$ cat src/design/nrbp_pkg.sv
package nrbp_pkg;

  // header bytes that open every line
  localparam logic [7:0] HDR_A1 = 8'hAB;
  localparam logic [7:0] HDR_A2 = 8'hAA;
  localparam logic [7:0] HDR_B1 = 8'hA9;
  localparam logic [7:0] HDR_B2 = 8'hA8;

  // row lanes in the merged result
  localparam int unsigned ROW_A1 = 0;
  localparam int unsigned ROW_A2 = 1;
  localparam int unsigned ROW_B1 = 2;
  localparam int unsigned ROW_B2 = 3;
  localparam int unsigned NUM_ROWS = 4;

  // output beat packing
  localparam int unsigned SLOT_W = 6;
  localparam int unsigned OUT_TDATA_W = 40;

  // work left behind by one raster byte
  typedef struct packed {
    logic hdr;   // line opens with a header beat
    logic dat;   // a packed data beat is due
    logic pad;   // zero beats follow up to the end of the line
  } nrbp_desc_t;

endpackage

$ cat src/design/nrbp_lane.sv
module nrbp_lane import nrbp_pkg::*; #(
  parameter bit HI_NIBBLE   = 1'b1,
  parameter bit SET_NONZERO = 1'b1
) (
  input  logic       clk_i,
  input  logic       rst_ni,
  input  logic       take_i,
  input  logic       flush_i,
  input  logic [2:0] bit_idx_i,
  input  logic [7:0] pixel_pair_i,
  output logic [7:0] byte_o
);

  logic [7:0] acc_q, acc_d;
  logic [3:0] nib;
  logic       set;

  // pick the nibble and decide whether this row gets the pixel
  assign nib = HI_NIBBLE ? pixel_pair_i[7:4] : pixel_pair_i[3:0];
  assign set = (nib != 4'h0) == SET_NONZERO;

  // msb first within the byte
  assign byte_o = acc_q | (set ? (8'h80 >> bit_idx_i) : 8'h00);

  always_comb begin
    acc_d = acc_q;
    if (take_i) begin
      acc_d = flush_i ? 8'h00 : byte_o;
    end
  end

  always_ff @(posedge clk_i or negedge rst_ni) begin
    if (!rst_ni) begin
      acc_q <= 8'h00;
    end else begin
      acc_q <= acc_d;
    end
  end

endmodule

$ cat src/design/nrbp_seq.sv
module nrbp_seq import nrbp_pkg::*; #(
  parameter int unsigned LINE_BYTES = 40,
  parameter int unsigned SLOT_IW    = $clog2(LINE_BYTES + 1)
) (
  input  logic                     clk_i,
  input  logic                     rst_ni,
  input  logic                     load_i,
  input  nrbp_desc_t               desc_i,
  input  logic [SLOT_IW-1:0]       slot_i,
  input  logic [NUM_ROWS-1:0][7:0] bytes_i,
  output logic                     load_ready_o,
  output logic                     m_valid_o,
  input  logic                     m_ready_i,
  output logic [NUM_ROWS-1:0][7:0] m_bytes_o,
  output logic [SLOT_IW-1:0]       m_slot_o,
  output logic                     m_last_o
);

  localparam logic [SLOT_IW-1:0] LastSlot = SLOT_IW'(LINE_BYTES);

  logic                     hdr_q, hdr_n, dat_q, dat_n, pad_q, pad_n;
  logic [SLOT_IW-1:0]       slot_q, slot_n, slot_inc;
  logic [NUM_ROWS-1:0][7:0] bytes_q;
  logic                     ovld_q;
  logic [NUM_ROWS-1:0][7:0] obytes_q;
  logic [SLOT_IW-1:0]       oslot_q;
  logic                     olast_q;
  logic                     fire, emit, e_last;
  logic [NUM_ROWS-1:0][7:0] e_bytes;
  logic [SLOT_IW-1:0]       e_slot;

  // output register can take a beat
  assign fire     = !ovld_q || m_ready_i;
  assign slot_inc = slot_q + SLOT_IW'(1);

  // merge: header, then the packed beat, then zero padding
  always_comb begin
    emit    = 1'b0;
    e_bytes = '0;
    e_slot  = '0;
    e_last  = 1'b0;
    hdr_n   = hdr_q;
    dat_n   = dat_q;
    pad_n   = pad_q;
    slot_n  = slot_q;
    if (fire) begin
      if (hdr_q) begin
        emit            = 1'b1;
        e_bytes[ROW_A1] = HDR_A1;
        e_bytes[ROW_A2] = HDR_A2;
        e_bytes[ROW_B1] = HDR_B1;
        e_bytes[ROW_B2] = HDR_B2;
        hdr_n           = 1'b0;
      end else if (dat_q) begin
        emit    = 1'b1;
        e_bytes = bytes_q;
        e_slot  = slot_q;
        e_last  = slot_q == LastSlot;
        dat_n   = 1'b0;
      end else if (pad_q) begin
        emit   = 1'b1;
        e_slot = slot_inc;
        e_last = slot_inc == LastSlot;
        slot_n = slot_inc;
        pad_n  = slot_inc != LastSlot;
      end
    end
  end

  // next raster byte may enter once the pending work drains this cycle
  assign load_ready_o = !(hdr_n || dat_n || pad_n);

  always_ff @(posedge clk_i or negedge rst_ni) begin
    if (!rst_ni) begin
      hdr_q  <= 1'b0;
      dat_q  <= 1'b0;
      pad_q  <= 1'b0;
      ovld_q <= 1'b0;
    end else begin
      if (load_i) begin
        hdr_q <= desc_i.hdr;
        dat_q <= desc_i.dat;
        pad_q <= desc_i.pad;
      end else begin
        hdr_q <= hdr_n;
        dat_q <= dat_n;
        pad_q <= pad_n;
      end
      if (fire) begin
        ovld_q <= emit;
      end
    end
  end

  // payload registers
  always_ff @(posedge clk_i) begin
    if (load_i) begin
      slot_q  <= slot_i;
      bytes_q <= bytes_i;
    end else begin
      slot_q <= slot_n;
    end
    if (fire && emit) begin
      obytes_q <= e_bytes;
      oslot_q  <= e_slot;
      olast_q  <= e_last;
    end
  end

  assign m_valid_o = ovld_q;
  assign m_bytes_o = obytes_q;
  assign m_slot_o  = oslot_q;
  assign m_last_o  = olast_q;

endmodule

$ cat src/design/nozzle_row_bitplane_packer_top.sv
// channel   dir  handshake                  payload
// s_axis    in   s_axis_tvalid/tready       tdata[7:0] pixel_pair
// m_axis    out  m_axis_tvalid/tready       tdata: bytes a1,a2,b1,b2, byte_slot; tlast
// cfg       in   cfg_valid/cfg_ready        cfg_data[8:0] pixels_per_line
//
// one raster byte per cycle while the output is not stalled; the header beat holds input back
// only on a one-pixel line, and a line end holds input until its padding beats (LINE_BYTES minus
// the last slot) are sent; the pending-work register in the merge stage causes these holds
// reset: pixels_per_line 320, pixel count and lane accumulators cleared
// a stalled output holds its beat; input is taken while that beat waits if no work is pending
module nozzle_row_bitplane_packer_top import nrbp_pkg::*; #(
  parameter int unsigned LINE_BYTES = 40
) (
  input  logic                   clk_i,
  input  logic                   rst_ni,
  input  logic                   s_axis_tvalid_i,
  output logic                   s_axis_tready_o,
  input  logic [7:0]             s_axis_tdata_i,   // [7:0] pixel_pair
  output logic                   m_axis_tvalid_o,
  input  logic                   m_axis_tready_i,
  // [7:0] row_a1_byte, [15:8] row_a2_byte, [23:16] row_b1_byte,
  // [31:24] row_b2_byte, [37:32] byte_slot, [39:38] zero
  output logic [OUT_TDATA_W-1:0] m_axis_tdata_o,
  output logic                   m_axis_tlast_o,   // last_of_line
  input  logic                   cfg_valid_i,
  output logic                   cfg_ready_o,
  input  logic [8:0]             cfg_data_i        // pixels_per_line
);

  localparam int unsigned Cap     = LINE_BYTES * 8;
  localparam int unsigned CntW    = $clog2(Cap + 1);
  localparam int unsigned CmpW    = (CntW > 9) ? CntW : 9;
  localparam int unsigned SlotIW  = $clog2(LINE_BYTES + 1);

  logic [8:0]               ppl_q;
  logic [CntW-1:0]          cnt_q, cnt_d, cnt_inc, limit;
  logic [CmpW-1:0]          ppl_w, lim_w;
  logic                     s_fire, flush, line_end;
  logic [SlotIW-1:0]        slot_new, m_slot;
  nrbp_desc_t               desc;
  logic [NUM_ROWS-1:0][7:0] lane_bytes, m_bytes;

  // configuration register
  assign cfg_ready_o = 1'b1;

  always_ff @(posedge clk_i or negedge rst_ni) begin
    if (!rst_ni) begin
      ppl_q <= 9'd320;
    end else if (cfg_valid_i) begin
      ppl_q <= cfg_data_i;
    end
  end

  // effective pixel limit: zero acts as one, above capacity saturates
  assign ppl_w = CmpW'(ppl_q);
  always_comb begin
    if (ppl_q == 9'd0) begin
      lim_w = CmpW'(1);
    end else if (ppl_w > CmpW'(Cap)) begin
      lim_w = CmpW'(Cap);
    end else begin
      lim_w = ppl_w;
    end
  end
  assign limit = CntW'(lim_w);

  // line position and what this raster byte triggers
  assign s_fire   = s_axis_tvalid_i && s_axis_tready_o;
  assign cnt_inc  = cnt_q + CntW'(1);
  assign line_end = cnt_inc >= limit;
  assign flush    = (cnt_inc[2:0] == 3'd0) || line_end;
  assign slot_new = SlotIW'(cnt_q >> 3) + SlotIW'(1);

  assign desc.hdr = cnt_q == '0;
  assign desc.dat = flush;
  assign desc.pad = line_end && (slot_new != SlotIW'(LINE_BYTES));

  always_comb begin
    cnt_d = cnt_q;
    if (s_fire) begin
      cnt_d = line_end ? '0 : cnt_inc;
    end
  end

  always_ff @(posedge clk_i or negedge rst_ni) begin
    if (!rst_ni) begin
      cnt_q <= '0;
    end else begin
      cnt_q <= cnt_d;
    end
  end

  // one packing lane per nozzle row
  nrbp_lane #(.HI_NIBBLE(1'b1), .SET_NONZERO(1'b1)) u_lane_a1 (
    .clk_i, .rst_ni, .take_i(s_fire), .flush_i(flush), .bit_idx_i(cnt_q[2:0]),
    .pixel_pair_i(s_axis_tdata_i), .byte_o(lane_bytes[ROW_A1])
  );
  nrbp_lane #(.HI_NIBBLE(1'b0), .SET_NONZERO(1'b1)) u_lane_a2 (
    .clk_i, .rst_ni, .take_i(s_fire), .flush_i(flush), .bit_idx_i(cnt_q[2:0]),
    .pixel_pair_i(s_axis_tdata_i), .byte_o(lane_bytes[ROW_A2])
  );
  nrbp_lane #(.HI_NIBBLE(1'b1), .SET_NONZERO(1'b0)) u_lane_b1 (
    .clk_i, .rst_ni, .take_i(s_fire), .flush_i(flush), .bit_idx_i(cnt_q[2:0]),
    .pixel_pair_i(s_axis_tdata_i), .byte_o(lane_bytes[ROW_B1])
  );
  nrbp_lane #(.HI_NIBBLE(1'b0), .SET_NONZERO(1'b0)) u_lane_b2 (
    .clk_i, .rst_ni, .take_i(s_fire), .flush_i(flush), .bit_idx_i(cnt_q[2:0]),
    .pixel_pair_i(s_axis_tdata_i), .byte_o(lane_bytes[ROW_B2])
  );

  // merge lanes into header, data and padding beats
  nrbp_seq #(.LINE_BYTES(LINE_BYTES), .SLOT_IW(SlotIW)) u_seq (
    .clk_i,
    .rst_ni,
    .load_i      (s_fire),
    .desc_i      (desc),
    .slot_i      (slot_new),
    .bytes_i     (lane_bytes),
    .load_ready_o(s_axis_tready_o),
    .m_valid_o   (m_axis_tvalid_o),
    .m_ready_i   (m_axis_tready_i),
    .m_bytes_o   (m_bytes),
    .m_slot_o    (m_slot),
    .m_last_o    (m_axis_tlast_o)
  );

  assign m_axis_tdata_o = {2'b00, SLOT_W'(m_slot), m_bytes[ROW_B2], m_bytes[ROW_B1],
                           m_bytes[ROW_A2], m_bytes[ROW_A1]};

endmodule

$ cat config.mk
export PLATFORM = sky130hd
export DESIGN_NAME = nozzle_row_bitplane_packer_top
export DESIGN_NICKNAME = d
export VERILOG_FILES = /design/src/design/nrbp_pkg.sv /design/src/design/nrbp_lane.sv /design/src/design/nrbp_seq.sv /design/src/design/nozzle_row_bitplane_packer_top.sv
export SDC_FILE = /design/constraint.sdc
export NUM_CORES = 1
export LEC_CHECK = 0
export ABC_CLOCK_PERIOD_IN_PS = 6800
export BUFFER_PORTS_ARGS = -buffer_cell sky130_fd_sc_hd__buf_2
export CORE_MARGIN = 3
export CORE_UTILIZATION = 55
export DETAILED_ROUTE_END_ITERATION = 16
export PLACE_DENSITY = 0.73
export SYNTH_ARGS = -nofsm -noshare
export SYNTH_HDL_FRONTEND = slang
export SYNTH_SLANG_ARGS = --single-unit
$ cat constraint.sdc
create_clock -name clk_i -period 6.8 [get_ports clk_i]
set_clock_uncertainty 0.15 [all_clocks]
set_input_delay 1.02 -clock clk_i [delete_from_list [all_inputs] [get_ports clk_i]]
set_output_delay 1.02 -clock clk_i [all_outputs]
set_load 0.05 [all_outputs]
==> qor.yml <==
std_cell_rows: 37
synth_flop_type: "sky130_fd_sc_hd__edfxtp_1"
synth_seq_area_share_pct: 62.5
grt_pass1_vias: 3689
worstMarginPinSlew_ns: 1.05
grt_setup_unrepaired: "no"
power_w: 0.00308
synth_edf_count: 77
ioPinCount: 66
detail-route-antenna-nets: 0
setup_tns_ns: 0
postSynth.asyncResetShare_pct: 41.2
groute.usage.overall_pct: 20.0
period_share_pct: 51.6
ys_seq_elements: 131
synthCells: 499
cts_num_sinks: 131
ys.warnings.count: 0
first_pass_grt_wire_length_mm: 18.2
floorplan.initialDensity_pct: 56.6
clk_transition_reported_paths_ns: 0.06
cts_made_buffers: 17
grt.overflow.total: 0
period_needed_ns: 3.51
critPathRequiredTime_ns: 5.63
h-tree-depth: 4
status: "complete, no violations"
vdd_ir_drop_max_uv: 214
maxCapViolations: 0
max_slew_violation_total_from_the_final_report: 0
timing.critical_path.slowest_cell_delay_ns: 0.66
dp.final_hpwl_mm: 6.98
timing_worst_setup_path_type: "register to output pin"
synth_top_area_share_pct: 39.4
postCtsResizedCells: 0
core_um2: 10400
cts.root.buffer_cell: "sky130_fd_sc_hd__clkbuf_8"
crit_arrival_ns: 2.34
cp_bufs_invs: 1
number_of_setup_violations_in_the_final_report: 0
clock_path_buffers: 2
cts.hold.buffers_added: 0
drtPass1Iterations: 4
remaining_drcs: 0
yosys.cell_types.count: 52
mostFrequentLayoutCell: "sky130_fd_sc_hd__edfxtp_1"
relSlewSlack_pct: 29.6
drt_iter0_drc: 256
wl_mm: 10.9
post_layout_nets: 595
count_of_inserted_antenna_diode_cells: 0
route.vias.total: 3810
power_density_nw_per_um2: 449
highest_delay_cell_along_the_critical_path: "sky130_fd_sc_hd__dfrtp_1"
max_freq_mhz: 285
critPathTopFamily: "simple AND/OR/NAND/NOR gates"
finalHoldViolCount: 0
maximum_number_of_pins_on_one_net_before_global_route_repair: 72
critPathMaxFanout: 22
post_route_cells_drive_above_1_share_pct: 23.6
area_delta_synth_final_pct: 17.0
portBuffers: 62
cell_leakage_power_nw: 3.16
design.die.area_um2: 11900
initial_antenna_violation_count: 0
vias_per_cell: 5.42
fp.dieW_um: 109
post_synth.cell_area_avg_um2: 11.8
finalWeightedCongestion: 0.833
clock_insertion_delay_worst_skew_ns: 0.50
post-cts-setup-buffer-count: 0
cts_tree: "built"
startpoint_class: "register"
crit_path_cell_trace: "nor3_1 > nand2_1 > o21ai_0 > buf_2"
timing.critical_path.to_type: "output pin"
finish.utilization_pct: 66.2
synth_area_leaders: "sky130_fd_sc_hd__edfxtp_1 39%, sky130_fd_sc_hd__dfrtp_1 22%, sky130_fd_sc_hd__nor2_1 4.3%"
synthesis.area_um2: 5870
worst_hold_path_type: "register to register"
layout_common_cells: "77 x sky130_fd_sc_hd__edfxtp_1, 66 x sky130_fd_sc_hd__nor2_1, 62 x sky130_fd_sc_hd__buf_2, 52 x sky130_fd_sc_hd__dfrtp_1, 36 x sky130_fd_sc_hd__nand2_1"
avgRoutedWirePerCell_um: 15.5
biggest_area_consumer_among_synthesized_cells: "sky130_fd_sc_hd__edfxtp_1"
die_h_um: 109
==> worst register-to-register path: stages, from the launching register on <==
cell and delay (ns):
sky130_fd_sc_hd__dfrtp_1 0.40, sky130_fd_sc_hd__nor2_1 0.15, sky130_fd_sc_hd__a31oi_1 0.09, sky130_fd_sc_hd__o21ai_0 0.40, sky130_fd_sc_hd__nand2_1 0.13, sky130_fd_sc_hd__ha_1 0.31
sky130_fd_sc_hd__nand2_1 0.05, sky130_fd_sc_hd__o21ai_0 0.17, sky130_fd_sc_hd__a31oi_1 0.11, sky130_fd_sc_hd__o21ai_1 0.51, sky130_fd_sc_hd__o21a_2 0.65, sky130_fd_sc_hd__nor2_1 0.18
==> path summary, 6_finish.rpt <==
kind | end | depth (start not counted) | startpoint | slack [ns]
setup reg to reg | u_lane_b2.acc_q[5]$_DFFE_PN0N_ | 11 | ppl_q[5]$_DFFE_PN0P_ | 3.33
min in group asynchronous | u_lane_b1.acc_q[2]$_DFFE_PN0N_ | 2 | rst_ni | 0.49
setup / recovery | s_axis_tready_o | 4 | u_seq.hdr_q$_DFF_PN0_ | 3.29
max in group asynchronous | u_lane_b1.acc_q[6]$_DFFE_PN0N_ | 2 | rst_ni | 5.52
hold reg to reg | u_lane_b2.acc_q[7]$_DFFE_PN0N_ | 2 | u_lane_b2.acc_q[7]$_DFFE_PN0N_ | 0.33
hold / removal | u_lane_b2.acc_q[7]$_DFFE_PN0N_ | 2 | u_lane_b2.acc_q[7]$_DFFE_PN0N_ | 0.33
==> routing by layer <==
metal | share of wire [%] | GRT usage (%)
met4 | 0.67 | 5.88
met2 | 49 | 30.5
met3 | 5.1 | 5.17
met5 | 0 | 0
met1 | 45 | 28.6
==> Yosys cell counts, drive strengths merged, types with 3 or more instances <==
cell type  number
xnor2           9
a21oi          24
ha             19
a21o           18
nand3          12
nor3            4
o21a           17
and2           16
nor2b           9
nor2           67
edfxtp         77
buf            12
xor2            4
a31oi          14
dfrtp          52
nor4            3
o21ai          16
or2            19
inv            12
mux2            8
clkbuf         20
or4             4
nand2          36
a22o            6
==> stage by stage <==
step                setup slack [ns]  instance area, um^2  hold WS, ns  std cells
floorplan                       3.12                 5870        0.305        500
global placement                3.36                 6250        0.319        671
detailed placement              3.30                 6250        0.327        671
CTS                             3.25                 6870        0.340        703
global route                    2.93                 6870        0.374        703
finish                          3.29                 6870        0.335        703
==> sequential cells by signal (all words and copies together) (netlist names), 6 cells and up <==
name and cells:
u_lane_a2.acc_q 8, ppl_q 9, cnt_q 9, u_lane_b1.acc_q 8
u_seq.m_slot_o 6, u_seq.slot_q 6, u_seq.bytes_q 32, u_lane_b2.acc_q 8
u_lane_a1.acc_q 8, u_seq.m_bytes_o 32
==> report_power, final <==
part	leakage (nW)	switching, W	internal (W)
Combinational	1.40	0.000649	0.000263
Sequential	1.46	0.000125	0.00111
Clock	0.303	0.000339	0.000602
Total	3.16	0.00111	0.00197
==> kinds of logic (layout without fill, tap and decap cells) <==
logic type	after synthesis	count (layout)	share of synthesized area, %
compound gates	106	106	12.0
simple gates	174	174	14.2
buf+inv	44	111	3.35
xor+xnor	13	13	1.94
fa+ha+maj	20	20	4.22
other cells	2	3	0.128
flops	131	131	62.5
mux	9	9	1.71
==> cell type report <==
| cell class | count | area, um^2 |
|---|---|---|
| Fill cell | 786 | 3500 |
| Multi-Input combinational cell | 325 | 2020 |
| Clock inverter | 14 | 204 |
| Timing Repair Buffer | 67 | 348 |
| Tap cell | 136 | 170 |
| Sequential cell | 131 | 3670 |
| Inverter | 12 | 45.0 |
| Clock buffer | 18 | 418 |
(Power assumes the default switching activity.)
